[src/hkseq_pkg.sv]
package hkseq_pkg;

	localparam int CODE_W      = 9;
	localparam int VK_W        = 8;
	localparam int CNT_W       = 3;
	localparam int LEN_LSB     = 56;
	localparam int HOTKEY_W    = 59;
	localparam int CFG_IDX_W   = 3;
	localparam int IN_TDATA_W  = 24;
	localparam int OUT_TDATA_W = 24;
	localparam int HIDX_W      = 2;

	localparam int HELD_DEPTH_DEF  = 16;
	localparam int STACK_DEPTH_DEF = 7;
	localparam int NUM_HOTKEYS_DEF = 4;

	typedef enum logic [2:0] {
		ST_OK         = 3'd0,
		ST_REPEAT     = 3'd1,
		ST_UNHELD     = 3'd2,
		ST_HELD_FULL  = 3'd3,
		ST_STACK_FULL = 3'd4
	} status_t;

	// request to every held-set cell
	typedef struct packed {
		logic [CODE_W-1:0] code;
		logic              set;
		logic              clr;
	} held_op_t;

	// request to every stack cell
	typedef struct packed {
		logic [VK_W-1:0]  vk;
		logic [CNT_W-1:0] count;
		logic             push;
	} stack_op_t;

endpackage

[src/hkseq_held_cell.sv]
module hkseq_held_cell (
	input  logic             clk,
	input  logic             arst_n,
	input  hkseq_pkg::held_op_t op,
	input  logic             free_in,
	output logic             free_out,
	output logic             match
);
	import hkseq_pkg::*;

	logic [CODE_W-1:0] code_q;
	logic              valid_q;
	logic              claim;

	assign match    = valid_q && (code_q == op.code);
	// first free slot along the row takes the new code
	assign claim    = op.set && !free_in && !valid_q;
	assign free_out = free_in || !valid_q;

	always_ff @(posedge clk) begin
		if (claim) begin
			code_q <= op.code;
		end
	end

	always_ff @(posedge clk or negedge arst_n) begin
		if (!arst_n) begin
			valid_q <= 1'b0;
		end else if (claim) begin
			valid_q <= 1'b1;
		end else if (op.clr && match) begin
			valid_q <= 1'b0;
		end
	end

endmodule

[src/hkseq_stack_cell.sv]
module hkseq_stack_cell #(
	parameter int IDX         = 0,
	parameter int NUM_HOTKEYS = hkseq_pkg::NUM_HOTKEYS_DEF
) (
	input  logic                                  clk,
	input  hkseq_pkg::stack_op_t                  op,
	input  logic [NUM_HOTKEYS-1:0][hkseq_pkg::VK_W-1:0]  keys,
	input  logic [NUM_HOTKEYS-1:0][hkseq_pkg::CNT_W-1:0] lens,
	input  logic [NUM_HOTKEYS-1:0]                match_in,
	output logic [NUM_HOTKEYS-1:0]                match_out,
	output logic                                  top_eq
);
	import hkseq_pkg::*;

	logic [VK_W-1:0] byte_q;
	logic [VK_W-1:0] eff;
	logic            at_count;

	assign at_count = (op.count == CNT_W'(IDX));
	// view of this slot after the pending push
	assign eff      = at_count ? op.vk : byte_q;
	// this slot is the top of the current stack and holds the released key
	assign top_eq   = (op.count == CNT_W'(IDX + 1)) && (byte_q == op.vk);

	always_comb begin
		for (int h = 0; h < NUM_HOTKEYS; h++) begin
			match_out[h] = match_in[h] &&
				((CNT_W'(IDX) >= lens[h]) || (eff == keys[h]));
		end
	end

	always_ff @(posedge clk) begin
		if (op.push && at_count) begin
			byte_q <= op.vk;
		end
	end

endmodule

[src/hotkey_sequence_detector_top.sv]
// An input request is captured, then evaluated into the result registers on m_tdata.
// A new event waits until the last one is evaluated; evaluation waits while a result is unread.
// The held-set search and hotkey compare ripple along their rows of cells in the evaluate cycle.
// Reset (arst_n low, async): held set and stack empty, hotkey registers zero, no result pending.
// No clearing pass is needed after reset.
module hotkey_sequence_detector_top #(
	parameter int HELD_DEPTH  = hkseq_pkg::HELD_DEPTH_DEF,
	parameter int STACK_DEPTH = hkseq_pkg::STACK_DEPTH_DEF,
	parameter int NUM_HOTKEYS = hkseq_pkg::NUM_HOTKEYS_DEF
) (
	input  logic                                clk,
	input  logic                                arst_n,
	input  logic                                s_tvalid,
	output logic                                s_tready,
	// [8:0] scan_code, [16:9] virtual_key, [23:17] zero
	input  logic [hkseq_pkg::IN_TDATA_W-1:0]    s_tdata,
	// [0] is_press
	input  logic                                s_tuser,
	output logic                                m_tvalid,
	input  logic                                m_tready,
	// [0] forward_key, [1] hotkey_hit, [3:2] hotkey_index, [12:4] out_scan_code,
	// [20:13] out_virtual_key, [23:21] status
	output logic [hkseq_pkg::OUT_TDATA_W-1:0]   m_tdata,
	// [0] out_is_press
	output logic                                m_tuser,
	input  logic                                cfg_we,
	input  logic [hkseq_pkg::CFG_IDX_W-1:0]     cfg_index,
	input  logic [hkseq_pkg::HOTKEY_W-1:0]      cfg_data
);
	import hkseq_pkg::*;

	logic [HOTKEY_W-1:0] hotkey_q [NUM_HOTKEYS];

	logic              busy_q;
	logic [CODE_W-1:0] sc_q;
	logic [VK_W-1:0]   vk_q;
	logic              press_q;
	logic [CNT_W-1:0]  cnt_q;

	logic              m_valid_q;
	logic              fwd_q;
	logic              hit_q;
	logic [HIDX_W-1:0] hidx_q;
	logic [CODE_W-1:0] osc_q;
	logic [VK_W-1:0]   ovk_q;
	logic              opress_q;
	status_t           status_q;

	logic commit;
	logic in_acc;

	held_op_t  held_op;
	stack_op_t stack_op;

	logic [HELD_DEPTH:0]   free_chain;
	logic [HELD_DEPTH-1:0] held_match;
	logic                  held_hit;
	logic                  held_full;
	logic                  stack_full;

	logic [STACK_DEPTH:0][NUM_HOTKEYS-1:0] seq_chain;
	logic [STACK_DEPTH-1:0]                top_eq;
	logic [NUM_HOTKEYS-1:0][VK_W-1:0]      keys [STACK_DEPTH];
	logic [NUM_HOTKEYS-1:0][CNT_W-1:0]     lens;

	logic              push_ok;
	logic              any_hit;
	logic [HIDX_W-1:0] hidx;
	logic              fwd;
	status_t           status;
	logic [CNT_W-1:0]  cnt_next;

	assign s_tready = !busy_q;
	assign in_acc   = s_tvalid && s_tready;
	assign commit   = busy_q && (!m_valid_q || m_tready);

	// configuration
	for (genvar h = 0; h < NUM_HOTKEYS; h++) begin : g_cfg
		always_ff @(posedge clk or negedge arst_n) begin
			if (!arst_n) begin
				hotkey_q[h] <= '0;
			end else if (cfg_we && (cfg_index == CFG_IDX_W'(h))) begin
				hotkey_q[h] <= cfg_data;
			end
		end
		assign lens[h] = hotkey_q[h][LEN_LSB +: CNT_W];
	end

	// held set row
	assign free_chain[0] = 1'b0;
	assign held_hit      = |held_match;
	assign held_full     = !free_chain[HELD_DEPTH];
	assign stack_full    = (cnt_q >= CNT_W'(STACK_DEPTH));
	assign push_ok       = press_q && !held_hit && !held_full && !stack_full;

	always_comb begin
		held_op.code = sc_q;
		held_op.set  = commit && push_ok;
		held_op.clr  = commit && !press_q;
	end

	for (genvar i = 0; i < HELD_DEPTH; i++) begin : g_held
		hkseq_held_cell u_cell (
			.clk      (clk),
			.arst_n   (arst_n),
			.op       (held_op),
			.free_in  (free_chain[i]),
			.free_out (free_chain[i+1]),
			.match    (held_match[i])
		);
	end

	// stack row; match flags run along the cells
	always_comb begin
		stack_op.vk    = vk_q;
		stack_op.count = cnt_q;
		stack_op.push  = commit && push_ok;
	end

	assign seq_chain[0] = '1;

	for (genvar k = 0; k < STACK_DEPTH; k++) begin : g_stack
		for (genvar h = 0; h < NUM_HOTKEYS; h++) begin : g_key
			assign keys[k][h] = hotkey_q[h][VK_W*k +: VK_W];
		end
		hkseq_stack_cell #(
			.IDX         (k),
			.NUM_HOTKEYS (NUM_HOTKEYS)
		) u_cell (
			.clk       (clk),
			.op        (stack_op),
			.keys      (keys[k]),
			.lens      (lens),
			.match_in  (seq_chain[k]),
			.match_out (seq_chain[k+1]),
			.top_eq    (top_eq[k])
		);
	end

	// first matching hotkey wins
	always_comb begin
		any_hit = 1'b0;
		hidx    = '0;
		for (int h = NUM_HOTKEYS - 1; h >= 0; h--) begin
			if (seq_chain[STACK_DEPTH][h] &&
			    ({1'b0, lens[h]} == ({1'b0, cnt_q} + (CNT_W+1)'(1)))) begin
				any_hit = 1'b1;
				hidx    = HIDX_W'(h);
			end
		end
	end

	always_comb begin
		fwd      = 1'b1;
		status   = ST_OK;
		cnt_next = cnt_q;
		if (press_q) begin
			if (held_hit) begin
				fwd    = 1'b0;
				status = ST_REPEAT;
			end else if (held_full) begin
				status = ST_HELD_FULL;
			end else if (stack_full) begin
				status = ST_STACK_FULL;
			end else begin
				cnt_next = cnt_q + CNT_W'(1);
				fwd      = !any_hit;
			end
		end else begin
			if (!held_hit) begin
				status = ST_UNHELD;
			end
			if (cnt_q != '0) begin
				cnt_next = (|top_eq) ? (cnt_q - CNT_W'(1)) : '0;
			end
		end
	end

	always_ff @(posedge clk or negedge arst_n) begin
		if (!arst_n) begin
			busy_q    <= 1'b0;
			cnt_q     <= '0;
			m_valid_q <= 1'b0;
		end else begin
			if (in_acc) begin
				busy_q <= 1'b1;
			end else if (commit) begin
				busy_q <= 1'b0;
			end
			if (commit) begin
				cnt_q     <= cnt_next;
				m_valid_q <= 1'b1;
			end else if (m_tready) begin
				m_valid_q <= 1'b0;
			end
		end
	end

	always_ff @(posedge clk) begin
		if (in_acc) begin
			sc_q    <= s_tdata[CODE_W-1:0];
			vk_q    <= s_tdata[CODE_W +: VK_W];
			press_q <= s_tuser;
		end
		if (commit) begin
			fwd_q    <= fwd;
			hit_q    <= push_ok && any_hit;
			hidx_q   <= (push_ok && any_hit) ? hidx : '0;
			osc_q    <= sc_q;
			ovk_q    <= vk_q;
			opress_q <= press_q;
			status_q <= status;
		end
	end

	assign m_tvalid = m_valid_q;
	assign m_tdata  = {status_q, ovk_q, osc_q, hidx_q, hit_q, fwd_q};
	assign m_tuser  = opress_q;

	// assertions
	a_cnt_range: assert property (@(posedge clk) disable iff (!arst_n)
		cnt_q <= CNT_W'(STACK_DEPTH))
		else $error("stack count beyond depth");

	a_held_unique: assert property (@(posedge clk) disable iff (!arst_n)
		$onehot0(held_match))
		else $error("scan code held in more than one slot");

	a_one_in_flight: assert property (@(posedge clk) disable iff (!arst_n)
		in_acc |=> !s_tready)
		else $error("request taken while one is being evaluated");

	a_hit_not_fwd: assert property (@(posedge clk) disable iff (!arst_n)
		m_tvalid && hit_q |-> !fwd_q && (status_q == ST_OK) && opress_q)
		else $error("hotkey hit forwarded or with bad status");

	a_cnt_commit: assert property (@(posedge clk) disable iff (!arst_n)
		!commit |=> $stable(cnt_q))
		else $error("stack count moved without an evaluate");

endmodule

[config.mk]
export PLATFORM = sky130hd
export DESIGN_NAME = hotkey_sequence_detector_top
export DESIGN_NICKNAME = d
export VERILOG_FILES = /design/src/hkseq_pkg.sv /design/src/hkseq_held_cell.sv /design/src/hkseq_stack_cell.sv /design/src/hotkey_sequence_detector_top.sv
export SDC_FILE = /design/constraint.sdc
export NUM_CORES = 1
export LEC_CHECK = 0
export BUFFER_PORTS_ARGS = -buffer_cell sky130_fd_sc_hd__buf_2
export CAP_MARGIN = 20
export CORE_MARGIN = 3
export CORE_UTILIZATION = 50
export CTS_CLUSTER_SIZE = 16
export DETAILED_ROUTE_END_ITERATION = 10
export PLACE_DENSITY = 0.77
export SLEW_MARGIN = 20
export SYNTH_ARGS = -nofsm -noshare
export SYNTH_HDL_FRONTEND = slang
export SYNTH_SLANG_ARGS = --single-unit
[constraint.sdc]
create_clock -name clk -period 4.6 [get_ports clk]
set_clock_uncertainty 0.2 [all_clocks]
set_input_delay 0.92 -clock clk [delete_from_list [all_inputs] [get_ports clk]]
set_output_delay 0.92 -clock clk [all_outputs]
set_load 0.02 [all_outputs]
* Word-level counts from Yosys, hierarchy flattened *
Cells that the tools add are included.

storage, ports and cells
  bits in registers = 500
  output and inout port bits = 27
  logic and storage cells = 446

cells by class
  bitwise gates (word level) = 1
  order comparisons = 29
  muxes and demuxes = 64
  eq/ne operators = 68
  reduce and logical (&&, ||, !) cells = 224
  $add $sub $neg = 3

operators by type and width
  operator             number
  $eq 8x8->1           35
  $eq 9x9->1           16
  $logic_and 1x1->1    117
  $mux 8               7
  $logic_or 1x1->1     44
  $mux 1               44
  $reduce_bool 2->1    19
  $ge 3x3->1 const A   12
  $logic_not 1->1      36
  $mux 3               10
  $ge 1x3->1 const A   8
  $ge 2x3->1 const A   8
  $eq 3x4->1           4
  $reduce_or 16->1     1
  $eq 3x2->1 const B   4
  $eq 3x3->1 const B   4
  $reduce_or 7->1      1
  $eq 3x1->1 const B   2
  $logic_not 3->1      2
  $mux 2               3
  $reduce_and 5->1     1
  $add 3x1->4 const B  1
  $ne 2x2->1 const B   2
  $add 3x1->3 const B  1
  other kinds (7)      7

* Depth between registers and ports, before layout *
  depth after elaboration = 22
  gate-level depth with buffers = 14

* By module *
From an unflattened synthesis, not the netlist that was laid out.

second synthesis, totals
  cell total of the unflattened synthesis = 2183
  area, all modules = 26447.9 um^2

by module, submodules not included
  module                                 instances  cells an instance  area an instance (um^2)
  hotkey_sequence_detector_top           1          637                10782.8
  hkseq_held_cell                        16         28                 425.4
  hkseq_stack_cell at g_stack[0].u_cell  1          158                1310.0
  hkseq_stack_cell at g_stack[2].u_cell  1          161                1307.5
  hkseq_stack_cell at g_stack[4].u_cell  1          161                1286.2
  hkseq_stack_cell at g_stack[6].u_cell  1          162                1286.2
  hkseq_stack_cell at g_stack[5].u_cell  1          160                1231.2
  hkseq_stack_cell at g_stack[1].u_cell  1          151                1219.9
  hkseq_stack_cell at g_stack[3].u_cell  1          145                1217.4

* Worst setup path after synthesis *
Ideal clock, no wire load.

  path kind = register to register
  start = register sc_q[8]
  end = register g_held[5].u_cell.code_q[0], enable pin
  stages on the path, launching flop included = 11
  data arrival time = 3.356 ns
  required time = 3.994 ns
  period minus slack after synthesis = 3.963 ns
  buffers on the path = 2
  setup slack = 0.637 ns
  cell sequence = edfxtp_1 -> buf_4 -> buf_12 -> xnor2_1 -> nand4_1 -> nor3_1 -> nor4_2 -> nand4_2 -> nor3_1 -> nand3_1 -> nor4b_1

between the ends
  cells in the longest elaborated chain, start to end = 10
  elaborated cells between the ends (all ways) = 40
  classes of those cells = eq/ne: 16; reduce/logical: 24

RTL lines
  item                               RTL line                             RTL
  from (decl)                        hotkey_sequence_detector_top.sv:35   logic [CODE_W-1:0] sc_q;
  from (signal assigned)             hotkey_sequence_detector_top.sv:201  sc_q <= s_tdata[CODE_W-1:0];
  $eq 9x9->1                         hkseq_held_cell.sv:15                assign match = valid_q && (code_q == op.code);
  $logic_and 1x1->1                  hkseq_held_cell.sv:15
  $reduce_or 16->1 *                 hotkey_sequence_detector_top.sv:91   assign held_hit = |held_match;
  $logic_not 1->1 *                  --
  $logic_and 1x1->1 * (3 in series)  hotkey_sequence_detector_top.sv:94   assign push_ok = press_q && !held_hit && !held_full && !stack_full;
  $logic_and 1x1->1 *                hotkey_sequence_detector_top.sv:98   held_op.set = commit && push_ok;
  $logic_and 1x1->1 * (2 in series)  hkseq_held_cell.sv:17                assign claim = op.set && !free_in && !valid_q;
  named net g_held[5].u_cell.claim   hkseq_held_cell.sv:13                logic claim;
  to (signal assigned)               hkseq_held_cell.sv:22                code_q <= op.code;
  to (decl)                          hkseq_held_cell.sv:11                logic [CODE_W-1:0] code_q;

The timed path passes the listed nets; every way through them passes the cells marked *.
A chain may end at the register's enable or synchronous reset.

* Worst setup path in the final report *
  start = register cnt_q[0]
  end = register hidx_q[1] (data pin)

between the ends
  cells in the longest elaborated chain, start to end = 18
  elaborated cells between the ends (all ways) = 115
  classes of those cells = add/sub: 1; order compare: 1; eq/ne: 38; mux: 13; bitwise: 1; reduce/logical: 61

RTL lines
  item                                                  RTL line                             RTL
  from (decl)                                           hotkey_sequence_detector_top.sv:38   logic [CNT_W-1:0] cnt_q;
  from (signal assigned)                                hotkey_sequence_detector_top.sv:191  cnt_q <= cnt_next;
  $eq 3x1->1 / $logic_not 3->1 (equally long branches)  hkseq_stack_cell.sv:19               assign at_count = (op.count == CNT_W'(IDX));
  $mux 8                                                hkseq_stack_cell.sv:21               assign eff = at_count ? op.vk : byte_q;
  $eq 8x8->1                                            hkseq_stack_cell.sv:28               ((CNT_W'(IDX) >= lens[h]) || (eff == keys[h]));
  $logic_or 1x1->1                                      hkseq_stack_cell.sv:28
  $logic_and 1x1->1 (6 in series)                       hkseq_stack_cell.sv:27               match_out[h] = match_in[h] &&
  $logic_and 1x1->1                                     hotkey_sequence_detector_top.sv:145  if (seq_chain[STACK_DEPTH][h] &&
  $mux 1 (4 in series)                                  hotkey_sequence_detector_top.sv:145
  $logic_and 1x1->1                                     hotkey_sequence_detector_top.sv:208  hidx_q <= (push_ok && any_hit) ? hidx : '0;
  $not 1->1 (no source line)                            --
  $reduce_or 3->1 (no source line)                      --
  to (signal assigned)                                  hotkey_sequence_detector_top.sv:208
  to (decl)                                             hotkey_sequence_detector_top.sv:43   logic [HIDX_W-1:0] hidx_q;

Parallel ways exist; a longest one is shown, timed or not.

==> qor.csv <==
stage;metric;value;unit
drt;DRC;0;
setup_path;Critical Path Sink Type;flop;
cts;clock transition at the registers of the reported paths;0.06;ns
place;post-DP HPWL;44000;um
finish;Post-Layout Cell Count;2868;
timing;minimum clock period;4.30;ns
cts;worst-case clock buffer depth;3;
timing;# setup viols final;0;
timing;slew margin rel.;0.307;
finish;fraction of layout instances using a drive strength above 1;0.227;
grt;total track usage;0.249;
timing;Max Transition Viols Final;0;
run;Max-Cap Viols;0;
die;die height;232;um
power;Clk network pwr share;0.299;
synth;Yosys cell types;80;
grt;number of global-route vias before repair;17533;
timing;period utilisation layout;0.935;
power;Reg power frac;0.434;
synth;EDFF count, synth;243;
place;Post-Place Cells;2771;
power;Comb pwr share;0.267;
power;cell leakage power;0.0108;uW
drt;Post-DRT Antenna Nets;0;
setup_path;Critical Setup Path Class;reg -> reg;
die;Rows;82;
synth;register area share after synthesis;0.539;
grt;largest net degree at the start of global routing;76;
setup_path;WP data arrival;4.53;ns
synth;synth warn;0;
power;VDD IR max;0.000364;V
die;chip width;232;um
power;Power Internal;9700;uW
run_status;outcome;finished clean;
synth;ys flop type;dfrtp_1;
finish;fin nets;2251;
finish;P&R area growth vs syn;12.3;%
drt;via count;17214;
cts;H-tree Lvls;2;
die;Core ar.;0.0503;mm^2
drt;1st-iter DRT viols;1784;
synth;post-synth net total;2157;
die;die area;0.0537;mm^2
timing;worst hold slack;0.0806;ns
cts;clock latency on the worst-skew pair;0.61;ns
synth;Syn Area/Cell;12.4;um^2
drt;first drt pass iteration count;7;
die;I/O Pins;119;
power;Sw Ratio;0.324;
synth;asr flop ratio synth;0.514;
place;port buffer count;111;
cts;Num Clock Sinks;500;
synth;FF+latch count, synth;500;
cts;Post-CTS Setup Bufs;0;
synth;Mapped Cells;2058;
finish;Core Util, Final;0.569;
synth;Mapped Area;0.0255;mm^2
grt;remaining global-route overflow;0;
grt;first-pass GRT wire length;104000;um
power;overall power;14400;uW
die;Initial Utilization;0.507;
cts;TritonCTS clock tree;yes;
timing;final hold vios;0;
setup_path;crit start category;flop;
setup_path;Worst Path Max Fanout;14;
power;power density cells;502;mW/mm^2
hold_path;worst hold path class;in -> async;
setup_path;worst endpoint required time;4.83;ns
drt;WL final;66600;um
timing;Slew @ Worst Pin;1.04;ns
cts;clock root buffer;clkbuf_16;
grt;initial antenna violation count;1;
drt;Via density;6.00;
power;switching pwr;4650;uW
cts;clock buffer count from CTS;51;
drt;routed len/inst;23.2;um
timing;fmax;233;MHz
place;Final Wtd Congestion;0.937;
[registers in the layout, indices dropped and copies added, names as in the netlist]
signal                 flops
busy_q                     1
cnt_q                      3
fwd_q                      1
g_held.u_cell.code_q     144
g_held.u_cell.valid_q     16
g_stack.u_cell.byte_q     56
hidx_q                     2
hit_q                      1
hotkey_q                 236
m_tuser                    1
m_tvalid                   1
osc_q                      9
ovk_q                      8
press_q                    1
sc_q                       9
status_q                   3
vk_q                       8
[metrics by stage]
| step | worst slack [ns] | setup TNS, ns | cell area [um^2] |
|---|---|---|---|
| floorplan | 0.637 | 0 | 25500 |
| global placement | 0.228 | 0 | 26800 |
| detailed placement | 0.151 | 0 | 26800 |
| CTS | 0.0379 | 0 | 28600 |
| global route | -0.00525 | -0.00525 | 28600 |
| finish | 0.300 | 0 | 28600 |
[per-layer routing]
layer  vias to the layer above  GRT usage  share of wire
met5                         -          0        0.00020
met4                         2     0.0941          0.037
met3                       181     0.0416          0.073
met2                       767      0.405           0.48
met1                      8647      0.337           0.42
li1                       7617          -              -
[power groups by stage]
stage                     sequential, uW  combinational (uW)  clock, uW
after floorplan                     6130                2710          0
after global placement              6250                3660          0
after detailed placement            6290                3770          0
after CTS                           6210                3790       4360
after global routing                6310                4160       4530
final                               6230                3830       4290
[path summary, 6_finish.rpt]
kind                               start            end  slack [ns]  cells past startpoint
max in group asynchronous         arst_n  hotkey_q[217]        3.06                      2
min in group clk              s_tdata[9]        vk_q[0]        0.29                      1
hold reg to reg            hotkey_q[145]  hotkey_q[145]        0.33                      1
setup reg to reg                cnt_q[0]      hidx_q[1]        0.30                     13
setup / recovery                cnt_q[0]      hidx_q[1]        0.30                     13
hold / removal                    arst_n  hotkey_q[197]        0.08                      1
[cell families after synthesis]
logic type | after synthesis | synth area share
AND/OR/NAND/NOR | 394 | 0.0849
buffers and inverters | 205 | 0.0400
flip-flops | 500 | 0.539
multiplexers | 253 | 0.110
XOR/XNOR | 423 | 0.145
AO/OA/AOI/OAI | 276 | 0.0779
adder cells (fa/ha/maj) | 7 | 0.00344
[cells in the mapped netlist (4+ instances only)]
cell,instances,area (um^2)
a2111oi_0,16,140
a211o_1,4,35.0
a211oi_1,4,30.0
a21o_1,10,75.1
a21oi_1,35,175
a221oi_1,23,201
a222oi_1,6,60.1
a22o_1,5,43.8
a22oi_1,6,45.0
a31o_2,4,35.0
a31oi_1,19,119
and2_1,12,75.1
buf_1,18,67.6
buf_12,8,160
buf_2,29,145
buf_4,5,37.5
buf_6,7,78.8
clkbuf_1,62,233
dfrtp_1,257,6430
edfxtp_1,243,7300
ha_1,7,87.6
inv_1,73,274
mux2_2,208,2340
mux2i_1,45,450
nand2_1,97,364
nand2b_1,31,194
nand3_1,28,140
nand4_1,65,407
nor2_1,40,150
nor2b_1,14,87.6
nor3_1,29,145
nor3_2,4,40.0
nor3b_1,6,45.0
nor4_1,25,156
nor4_2,4,50.1
nor4b_1,4,35.0
o2111ai_1,16,140
o211ai_1,6,45.0
o21ai_0,53,265
o221ai_1,16,140
o22ai_1,17,106
or2_2,7,43.8
or3_1,8,50.1
xnor2_1,295,2580
xor2_1,128,1120
[final cells by class]
type / count / area [um^2]
fill: 4049 / 21700
sequential: 500 / 13700
multi-input combinational: 1353 / 10800
clock buffer: 69 / 1460
timing repair buffer: 171 / 1200
tap: 672 / 841
clock inverter: 27 / 305
inverter: 75 / 282
antenna: 1 / 2.50
[cells in the final DEF (no fill, tap or decap), drive strengths merged, types with 8 or more instances in the layout]
master	Yosys	layout
nand2	98	98
or3	8	8
a31oi	19	19
xnor2	295	295
nand2b	31	31
inv	73	76
o21ai	54	54
o221ai	16	16
a21oi	35	35
o2111ai	16	16
dfrtp	257	257
nor2	40	40
a221oi	23	23
a2111oi	16	16
edfxtp	243	243
mux2i	45	45
nand3	28	28
xor2	128	128
clkinv	2	20
a21o	10	10
mux2	208	208
and2	12	12
nand4	66	66
nor3	33	33
nor4	29	29
nor2b	14	14
buf	68	171
clkbuf	62	69
o22ai	17	17
or2	9	9
[what timing repair did]
action	CTS	global route
gates resized for setup	0	7
endpoints found under the setup margin	0	4
hold buffers	0	0
hold endpoints to repair	0	0
[worst max-delay path, cell delays in order, from the launching register on]
cell	delay (ns)
dfrtp_1	0.50
inv_1	0.16
ha_1	0.37
nor2b_1	0.19
buf_4	0.25
mux2i_1	0.31
xor2_1	0.23
and4_1	0.37
nor4bb_1	0.52
buf_4	0.23
nand4b_1	0.09
a211oi_1	0.29
or2_2	0.19
nor3b_1	0.21
No activity file was read; power rests on OpenSTA's default activity.
